--- src/rtl/cdu_pkg.sv ---
// ============================================================================
// cdu_pkg: shared types, constants and tables of the calendar date unit
// Reciprocal constants for the decimal split, month tables, decoded-date
// struct and a small mod-7 fold used for the weekday.
// ============================================================================
`default_nettype none

package cdu_pkg;

    localparam int unsigned DATE_W = 27;
    localparam int unsigned YEAR_W = 14;
    localparam int unsigned REM_W  = 14;
    localparam int unsigned MD_W   = 7;
    localparam int unsigned DOY_W  = 9;
    localparam int unsigned DNUM_W = 18;

    localparam int unsigned FIRST_YEAR = 1703;
    localparam int unsigned LAST_YEAR  = 2100;

    // floor(x / 10000) = (x * DIV10K_MUL) >> DIV10K_SHIFT, exact for x < 2**27
    localparam logic [DATE_W-1:0] DIV10K_MUL   = 27'd109951163;
    localparam int unsigned       DIV10K_SHIFT = 40;
    // floor(x / 100) = (x * DIV100_MUL) >> DIV100_SHIFT, exact for x < 2**14
    localparam logic [13:0]       DIV100_MUL   = 14'd10486;
    localparam int unsigned       DIV100_SHIFT = 20;

    // floor((FIRST_YEAR - 1) / 4): leap count offset of the epoch year
    localparam logic [YEAR_W-1:0] LEAP_BASE = 14'((FIRST_YEAR - 1) / 4);

    localparam logic [DOY_W-1:0] DAYS_COMMON = 9'd365;
    localparam logic [DOY_W-1:0] DAYS_LEAP   = 9'd366;

    // Decode stages after the input register, ending in the decoded-date register
    localparam int unsigned DEC_STAGES = 4;

    typedef struct packed {
        logic [YEAR_W-1:0] year;
        logic [MD_W-1:0]   month;
        logic [MD_W-1:0]   day;
        logic              leap;
        logic              valid;
        logic [DOY_W-1:0]  doy;
        logic [DNUM_W-1:0] dnum;
    } t_dec;

    function automatic logic [DOY_W-1:0] month_start(input logic [MD_W-1:0] m);
        logic [DOY_W-1:0] s;
        case (m)
            7'd1:    s = 9'd0;
            7'd2:    s = 9'd31;
            7'd3:    s = 9'd59;
            7'd4:    s = 9'd90;
            7'd5:    s = 9'd120;
            7'd6:    s = 9'd151;
            7'd7:    s = 9'd181;
            7'd8:    s = 9'd212;
            7'd9:    s = 9'd243;
            7'd10:   s = 9'd273;
            7'd11:   s = 9'd304;
            7'd12:   s = 9'd334;
            default: s = 9'd0;
        endcase
        return s;
    endfunction

    function automatic logic [4:0] month_len(input logic [MD_W-1:0] m,
                                             input logic leap);
        logic [4:0] n;
        case (m)
            7'd2:                             n = leap ? 5'd29 : 5'd28;
            7'd4, 7'd6, 7'd9, 7'd11:          n = 5'd30;
            7'd1, 7'd3, 7'd5, 7'd7, 7'd8,
            7'd10, 7'd12:                     n = 5'd31;
            default:                          n = 5'd0;
        endcase
        return n;
    endfunction

    // 8 = 1 mod 7: sum the octal digits, fold once more, correct once
    function automatic logic [2:0] mod7(input logic [DNUM_W-1:0] v);
        logic [5:0] s1;
        logic [3:0] s2;
        s1 = 6'(v[2:0]) + 6'(v[5:3]) + 6'(v[8:6]) + 6'(v[11:9])
           + 6'(v[14:12]) + 6'(v[17:15]);
        s2 = 4'(s1[5:3]) + 4'(s1[2:0]);
        return (s2 >= 4'd7) ? 3'(s2 - 4'd7) : 3'(s2);
    endfunction

endpackage

`default_nettype wire

--- src/rtl/cdu_decode.sv ---
// ============================================================================
// cdu_decode: pipelined decode of one packed YYYYMMDD date
// Splits the date by reciprocal multiplication, checks it against the
// calendar and forms day of year and day number since the epoch.
// ============================================================================
`default_nettype none

module cdu_decode (
    input  wire                           i_clk,
    input  wire [cdu_pkg::DATE_W-1:0]     i_date,
    output cdu_pkg::t_dec                 o_dec
);
    import cdu_pkg::*;

    // stage 1: year quotient
    logic [2*DATE_W-1:0] prod_y;
    logic [YEAR_W-1:0]   r1_y;
    logic [DATE_W-1:0]   r1_a;

    // stage 2: remainder below the year, century quotient
    logic [DATE_W-1:0]   rem_full;
    logic [27:0]         prod_c;
    logic [YEAR_W-1:0]   r2_y;
    logic [REM_W-1:0]    r2_rem;
    logic [7:0]          r2_yc;

    // stage 3: month quotient, leap flag, year base day number
    logic [27:0]         prod_m;
    logic [YEAR_W-1:0]   cent;
    logic                is_cent;
    logic [8:0]          yoff;
    logic [YEAR_W-1:0]   leap_cnt_full;
    logic [6:0]          leap_cnt;
    logic [YEAR_W-1:0]   r3_y;
    logic [REM_W-1:0]    r3_rem;
    logic [MD_W-1:0]     r3_m;
    logic                r3_leap;
    logic                r3_yr_ok;
    logic [DNUM_W-1:0]   r3_base;

    // stage 4: day, validity, ordinal day
    logic [REM_W-1:0]    day_full;
    logic [MD_W-1:0]     day;
    logic [4:0]          mlen;
    logic                ok;
    logic [DOY_W-1:0]    doy;
    t_dec                n_dec;
    t_dec                r_dec;

    assign prod_y = (2*DATE_W)'(i_date) * (2*DATE_W)'(DIV10K_MUL);

    always_ff @(posedge i_clk) begin
        r1_y <= prod_y[DIV10K_SHIFT +: YEAR_W];
        r1_a <= i_date;
    end

    assign rem_full = r1_a - DATE_W'(r1_y) * DATE_W'(10000);
    assign prod_c   = 28'(r1_y) * 28'(DIV100_MUL);

    always_ff @(posedge i_clk) begin
        r2_y   <= r1_y;
        r2_rem <= rem_full[REM_W-1:0];
        r2_yc  <= prod_c[DIV100_SHIFT +: 8];
    end

    assign prod_m  = 28'(r2_rem) * 28'(DIV100_MUL);
    assign cent    = 14'(r2_yc) * 14'(100);
    assign is_cent = (cent == r2_y);
    assign yoff    = 9'(r2_y - YEAR_W'(FIRST_YEAR));
    // leap years from the epoch up to the year before: 1800 and 1900 drop out
    assign leap_cnt_full = ((r2_y - 14'd1) >> 2) - LEAP_BASE
                         - 14'(r2_y > 14'd1800) - 14'(r2_y > 14'd1900);
    assign leap_cnt = leap_cnt_full[6:0];

    always_ff @(posedge i_clk) begin
        r3_y     <= r2_y;
        r3_rem   <= r2_rem;
        r3_m     <= prod_m[DIV100_SHIFT +: MD_W];
        r3_leap  <= ((r2_y[1:0] == 2'd0) && !is_cent) || (is_cent && (r2_yc[1:0] == 2'd0));
        r3_yr_ok <= (r2_y >= YEAR_W'(FIRST_YEAR)) && (r2_y <= YEAR_W'(LAST_YEAR));
        r3_base  <= DNUM_W'(yoff) * DNUM_W'(365) + DNUM_W'(leap_cnt);
    end

    always_comb begin
        day_full = r3_rem - 14'(r3_m) * 14'(100);
        day      = day_full[MD_W-1:0];
        mlen     = month_len(r3_m, r3_leap);
        ok       = r3_yr_ok && (mlen != 5'd0) && (day != 7'd0) && (day <= 7'(mlen));
        doy      = 9'(day) + month_start(r3_m)
                 + 9'((r3_m > 7'd2) && r3_leap);

        n_dec.year  = r3_y;
        n_dec.month = r3_m;
        n_dec.day   = day;
        n_dec.leap  = r3_leap;
        n_dec.valid = ok;
        n_dec.doy   = ok ? doy : '0;
        n_dec.dnum  = r3_base + DNUM_W'(doy) - 18'd1;
    end

    always_ff @(posedge i_clk) begin
        r_dec <= n_dec;
    end

    assign o_dec = r_dec;

endmodule

`default_nettype wire

--- src/rtl/calendar_date_unit.sv ---
// ============================================================================
// calendar_date_unit: Gregorian date split, check, ordinal day and weekday
// o_done strobes together with the result, which passes through the input register,
// four decode stages and the result register.
// Throughput: one item per cycle; busy stays low, the pipeline never stalls.
// Reset clears only the stage valid bits and r_done; payload registers are not reset.
// ============================================================================
`default_nettype none

module calendar_date_unit (
    input  wire                           i_clk,
    input  wire                           i_rst_n,
    input  wire                           start,
    output logic                          busy,
    input  wire [cdu_pkg::DATE_W-1:0]     i_date_a,
    input  wire [cdu_pkg::DATE_W-1:0]     i_date_b,
    output logic                          o_done,
    output logic [cdu_pkg::YEAR_W-1:0]    o_year_part,
    output logic [cdu_pkg::MD_W-1:0]      o_month_part,
    output logic [cdu_pkg::MD_W-1:0]      o_day_part,
    output logic [2:0]                    o_quarter,
    output logic                          o_leap_year,
    output logic                          o_a_valid,
    output logic [cdu_pkg::DOY_W-1:0]     o_day_of_year,
    output logic [cdu_pkg::DOY_W-1:0]     o_days_left,
    output logic [2:0]                    o_weekday,
    output logic                          o_both_valid,
    output logic [cdu_pkg::DNUM_W-1:0]    o_day_distance
);
    import cdu_pkg::*;

    logic [DATE_W-1:0]   r_date_a;
    logic [DATE_W-1:0]   r_date_b;
    logic [DEC_STAGES:0] r_vld;
    t_dec                dec_a;
    t_dec                dec_b;

    logic [2:0]          n_quarter;
    logic                both;
    logic [DNUM_W-1:0]   gap;
    logic [DOY_W-1:0]    year_len;

    logic                r_done;
    logic [YEAR_W-1:0]   r_year;
    logic [MD_W-1:0]     r_month;
    logic [MD_W-1:0]     r_day;
    logic [2:0]          r_quarter;
    logic                r_leap;
    logic                r_a_valid;
    logic [DOY_W-1:0]    r_doy;
    logic [DOY_W-1:0]    r_left;
    logic [2:0]          r_weekday;
    logic                r_both;
    logic [DNUM_W-1:0]   r_dist;

    assign busy = 1'b0;

    always_ff @(posedge i_clk) begin
        if (!i_rst_n) begin
            r_vld  <= '0;
            r_done <= 1'b0;
        end else begin
            r_vld  <= {r_vld[DEC_STAGES-1:0], start};
            r_done <= r_vld[DEC_STAGES];
        end
    end

    always_ff @(posedge i_clk) begin
        if (start) begin
            r_date_a <= i_date_a;
            r_date_b <= i_date_b;
        end
    end

    cdu_decode u_dec_a (
        .i_clk  (i_clk),
        .i_date (r_date_a),
        .o_dec  (dec_a)
    );

    cdu_decode u_dec_b (
        .i_clk  (i_clk),
        .i_date (r_date_b),
        .o_dec  (dec_b)
    );

    always_comb begin
        case (dec_a.month) inside
            [7'd1:7'd3]:   n_quarter = 3'd1;
            [7'd4:7'd6]:   n_quarter = 3'd2;
            [7'd7:7'd9]:   n_quarter = 3'd3;
            [7'd10:7'd12]: n_quarter = 3'd4;
            default:       n_quarter = 3'd0;
        endcase
        both     = dec_a.valid && dec_b.valid;
        gap      = (dec_a.dnum >= dec_b.dnum) ? (dec_a.dnum - dec_b.dnum)
                                              : (dec_b.dnum - dec_a.dnum);
        year_len = dec_a.leap ? DAYS_LEAP : DAYS_COMMON;
    end

    always_ff @(posedge i_clk) begin
        r_year    <= dec_a.year;
        r_month   <= dec_a.month;
        r_day     <= dec_a.day;
        r_quarter <= n_quarter;
        r_leap    <= dec_a.leap;
        r_a_valid <= dec_a.valid;
        r_doy     <= dec_a.doy;
        r_left    <= dec_a.valid ? (year_len - dec_a.doy) : '0;
        r_weekday <= dec_a.valid ? mod7(dec_a.dnum) : 3'd0;
        r_both    <= both;
        r_dist    <= both ? gap : '0;
    end

    assign o_done         = r_done;
    assign o_year_part    = r_year;
    assign o_month_part   = r_month;
    assign o_day_part     = r_day;
    assign o_quarter      = r_quarter;
    assign o_leap_year    = r_leap;
    assign o_a_valid      = r_a_valid;
    assign o_day_of_year  = r_doy;
    assign o_days_left    = r_left;
    assign o_weekday      = r_weekday;
    assign o_both_valid   = r_both;
    assign o_day_distance = r_dist;

endmodule

`default_nettype wire
--- config.mk ---
export PLATFORM = sky130hd
export DESIGN_NAME = calendar_date_unit
export DESIGN_NICKNAME = d
export VERILOG_FILES = /design/src/rtl/cdu_pkg.sv /design/src/rtl/cdu_decode.sv /design/src/rtl/calendar_date_unit.sv
export SDC_FILE = /design/constraint.sdc
export NUM_CORES = 2
export LEC_CHECK = 0
export BUFFER_PORTS_ARGS = -buffer_cell sky130_fd_sc_hd__clkbuf_2
export CELL_PAD_IN_SITES_DETAIL_PLACEMENT = 1
export CELL_PAD_IN_SITES_GLOBAL_PLACEMENT = 1
export CORE_MARGIN = 3
export CORE_UTILIZATION = 55
export DETAILED_ROUTE_END_ITERATION = 6
export PLACE_DENSITY_LB_ADDON = 0.08
export SYNTH_ARGS = -nofsm -noshare
export SYNTH_HDL_FRONTEND = slang
export SYNTH_SLANG_ARGS = --single-unit
--- constraint.sdc ---
create_clock -name i_clk -period 18.7 [get_ports i_clk]
set_clock_uncertainty 0.05 [all_clocks]
set_input_delay 2.805 -clock i_clk [delete_from_list [all_inputs] [get_ports i_clk]]
set_output_delay 2.805 -clock i_clk [all_outputs]
set_load 0.02 [all_outputs]
==> results.cfg <==
[setup_path]
crit_buf_inv = 3
critPathTopFamily = adder cells
timing.critical_path.cells = ha_1 > xor2_1 > ha_1 > nor2_1 > fa_1 > inv_1 > fa_1 > fa_1 > fa_1 > inv_1 > fa_1 > inv_1 > ha_1 > a21o_1 > a21o_1 > a221oi_1 > o21ai_1 > o31ai_2 > o211ai_1 > a21oi_1 > o21bai_1 > xor2_1
critical_path.slowest_cell = o31ai_2
start_kind = flop
timing.critical_path.required_ns = 19.14
critical_path.most_common_cell = fa_1
critical-path-max-stage-delay_ns = 0.61
worst_path_fanout_max = 10
end_kind = flop
worst_ep_arrival_time_ns = 8.13
critPathKind = reg -> reg

[timing]
worst_slew_margin_rel = 0.2723
period_share = 0.4111
timing.final.hold_violations = 0
unrepaired_setup_endpoints_after_global_routing = no
slew_violations = 0
fin_crit_ns = 7.688
hold_ws_ns = 0.2576
final-setup-viol-count = 0
max_freq_ghz = 0.1301
totalNegativeSetupSlack_ns = 0
tightest_slew_ns = 1.092

[cts]
cts_max_level = 2
cts_hold_buf = 0
maximum_number_of_buffers_from_clock_root_to_sink = 3
ctsRootBufferMaster = clkbuf_16
clkSinkCount = 437
cts.clk_slew.worst_paths_ns = 0.06
worst_skew_pair.late_latency_ns = 0.68
cts_tree = yes
postCtsResizedCells = 0
post-cts-setup-buffer-count = 0
cts-buffers-inserted = 55

[global_routing]
global_route.overflow_total = 0
grt_usage = 0.2808
wire_length_of_the_first_global_routing_pass_um = 256500
grt_start_max_net_pins = 56
grt_antenna_before_repair = 0
grt_pass1_vias = 47521

[cells_and_area]
layout.cells.non_filler = 7804
fin_nets = 8605
drive_gt1_frac = 0.04037
postLayoutCellArea_um2 = 66290
diodes = 0
flow.area_growth_from_synthesis_pct = 7.143

[logic_synthesis]
yosys_most_used_dff = dfxtp_1
synth_cell_type_count = 76
synth_commonest_cells = inv_1 (1885), ha_1 (1294), fa_1 (984)
synth_top_cells_by_area = fa_1 (32%), ha_1 (26%), dfxtp_1 (12%)
post_synthesis_register_bit_count = 437
yosys_warnings = 0
synthesis.area_um2 = 61870
synthesis.instances = 6104
post_synth.cell_area_avg_um2 = 10.14
synthesis.nets = 8439
netlist.area_leader.share = 0.3184
synth_enable_flop_cells = 54
seq_area_frac_synth = 0.1501
netlist.top_cell.by_area = fa_1
synthMostInstantiatedCell = inv_1
synthArstFlopShare = 0

[outcome]
run_status = finished, final reports clean

[detailed_routing]
routedWlPerCell_um = 20.15
vias_per_cell = 5.259
detailedRoute.firstIterationViolations = 1505
num_vias = 41040
drt_pass_1_iters = 5
final_antenna_net_count = 0
totalWireLength_um = 157300
route.detailed.drc = 0

[run]
max_cap_violations = 0

[placement]
number_of_placed_instances_taps_included = 7701
place.detailed.hpwl_um = 136800
detailed_place.area_um2 = 64310
globalplace.congestion = 0.9480
count_of_port_buffers_added_during_placement = 130

[die]
start_util = 0.5568
die_h_um = 341.4
core_area_um2 = 111100
die_area_um2 = 116600
die-width_um = 341.4
num_io_pins = 132
fp-row-count = 122

[min_path]
timing.hold.worst.class = reg -> reg
cell usage in the layout, fill, tap and decap left out, types with 9 or more instances in the layout:
cell type,instances
a31oi_1,12
nand2_1,126
o211ai_1,16
a21o_1,100
o21bai_1,17
clkbuf_2,129
o21ai_0,99
xnor2_1,180
nor2b_1,36
o21a_1,23
a2111oi_0,9
nor2_1,122
nand3_1,68
nor3_1,58
a211oi_1,26
a21boi_0,20
dfxtp_1,383
a21oi_1,175
or3_1,24
edfxtp_1,54
and3_1,31
ha_1,1294
clkbuf_16,56
xor2_1,93
inv_1,1885
nand2b_1,30
o31ai_1,10
clkbuf_1,9
and2_1,41
nand4_1,19
clkinv_2,12
a211o_1,13
a221oi_1,10
mux2i_1,20
fa_1,984
worst register-to-register path, stage by stage (launching register included):
cell      delay (ns)
edfxtp_1        0.60
ha_1            0.44
xor2_1          0.50
ha_1            0.25
nor2_1          0.06
fa_1            0.55
inv_1           0.05
fa_1            0.39
fa_1            0.42
fa_1            0.52
inv_1           0.06
fa_1            0.48
inv_1           0.04
ha_1            0.29
a21o_1          0.18
a21o_1          0.23
a221oi_1        0.56
o21ai_1         0.25
o31ai_2         0.61
o211ai_1        0.29
a21oi_1         0.42
o21bai_1        0.15
xor2_1          0.16
worst paths after layout:
check,from,endpoint,slack [ns],depth (start not counted)
setup / recovery,r_date_a[2],u_dec_a.r1_y[12],11.01,22
hold / removal,u_dec_a.r1_a[3],u_dec_a.r2_rem[3],0.26,0
setup reg to reg,r_date_a[2],u_dec_a.r1_y[12],11.01,22
hold reg to reg,u_dec_a.r1_a[3],u_dec_a.r2_rem[3],0.26,0
layout make-up:
type                    count  area [µm²]
multi-input cells        3754       45390
fillers                 12341       44840
flip-flops and latches    437        9289
inverters                1887        7083
well taps                1488        1862
clock buffers              70        1504
repair buffers            135       688.2
clock inverters            33       474.2
registers in the layout, indices dropped and copies added, names as in the netlist, 14 cells and up, named ones only:
register / cells
u_dec_a.r3_base: 18
o_year_part: 14
u_dec_b.o_dec: 19
r_date_b: 27
u_dec_a.o_dec: 57
u_dec_b.r1_a: 14
u_dec_a.r3_y: 14
o_day_distance: 18
u_dec_a.r2_y: 14
u_dec_b.r1_y: 14
u_dec_b.r3_base: 18
u_dec_a.r2_rem: 14
u_dec_a.r1_y: 14
u_dec_a.r1_a: 14
u_dec_b.r2_y: 14
r_date_a: 27
u_dec_b.r2_rem: 14
kinds of logic after synthesis:
kind of cell    Yosys count  synth area share
compound gates          584           0.06148
xor+xnor                276           0.03962
fa+ha+maj              2278            0.5801
buf+inv                1913            0.1162
flops                   437            0.1501
mux                      29          0.005056
other cells               1        0.00006061
simple gates            586           0.04734
layer usage:
| metal | global-route usage | up-vias | wire length [µm] |
|---|---|---|---|
| met2 | 0.5005 | 651 | 79540 |
| met1 | 0.3618 | 20947 | 67670 |
| li1 | - | 19222 | - |
| met5 | 0 | - | 0 |
| met3 | 0.02870 | 220 | 5331 |
| met4 | 0.08111 | 0 | 4732 |
metrics by stage:
step | utilization | worst slack, ns
after floorplan | - | 12.41
after global placement | 0.5787 | 11.20
after detailed placement | 0.5787 | 11.06
after CTS | 0.5965 | 11.07
after global routing | 0.5965 | 10.68
final | 0.5965 | 11.01
Power is left out: the tool's default activity adds up to more than one toggle a clock period on the data nets, which glitch-free logic cannot reach.
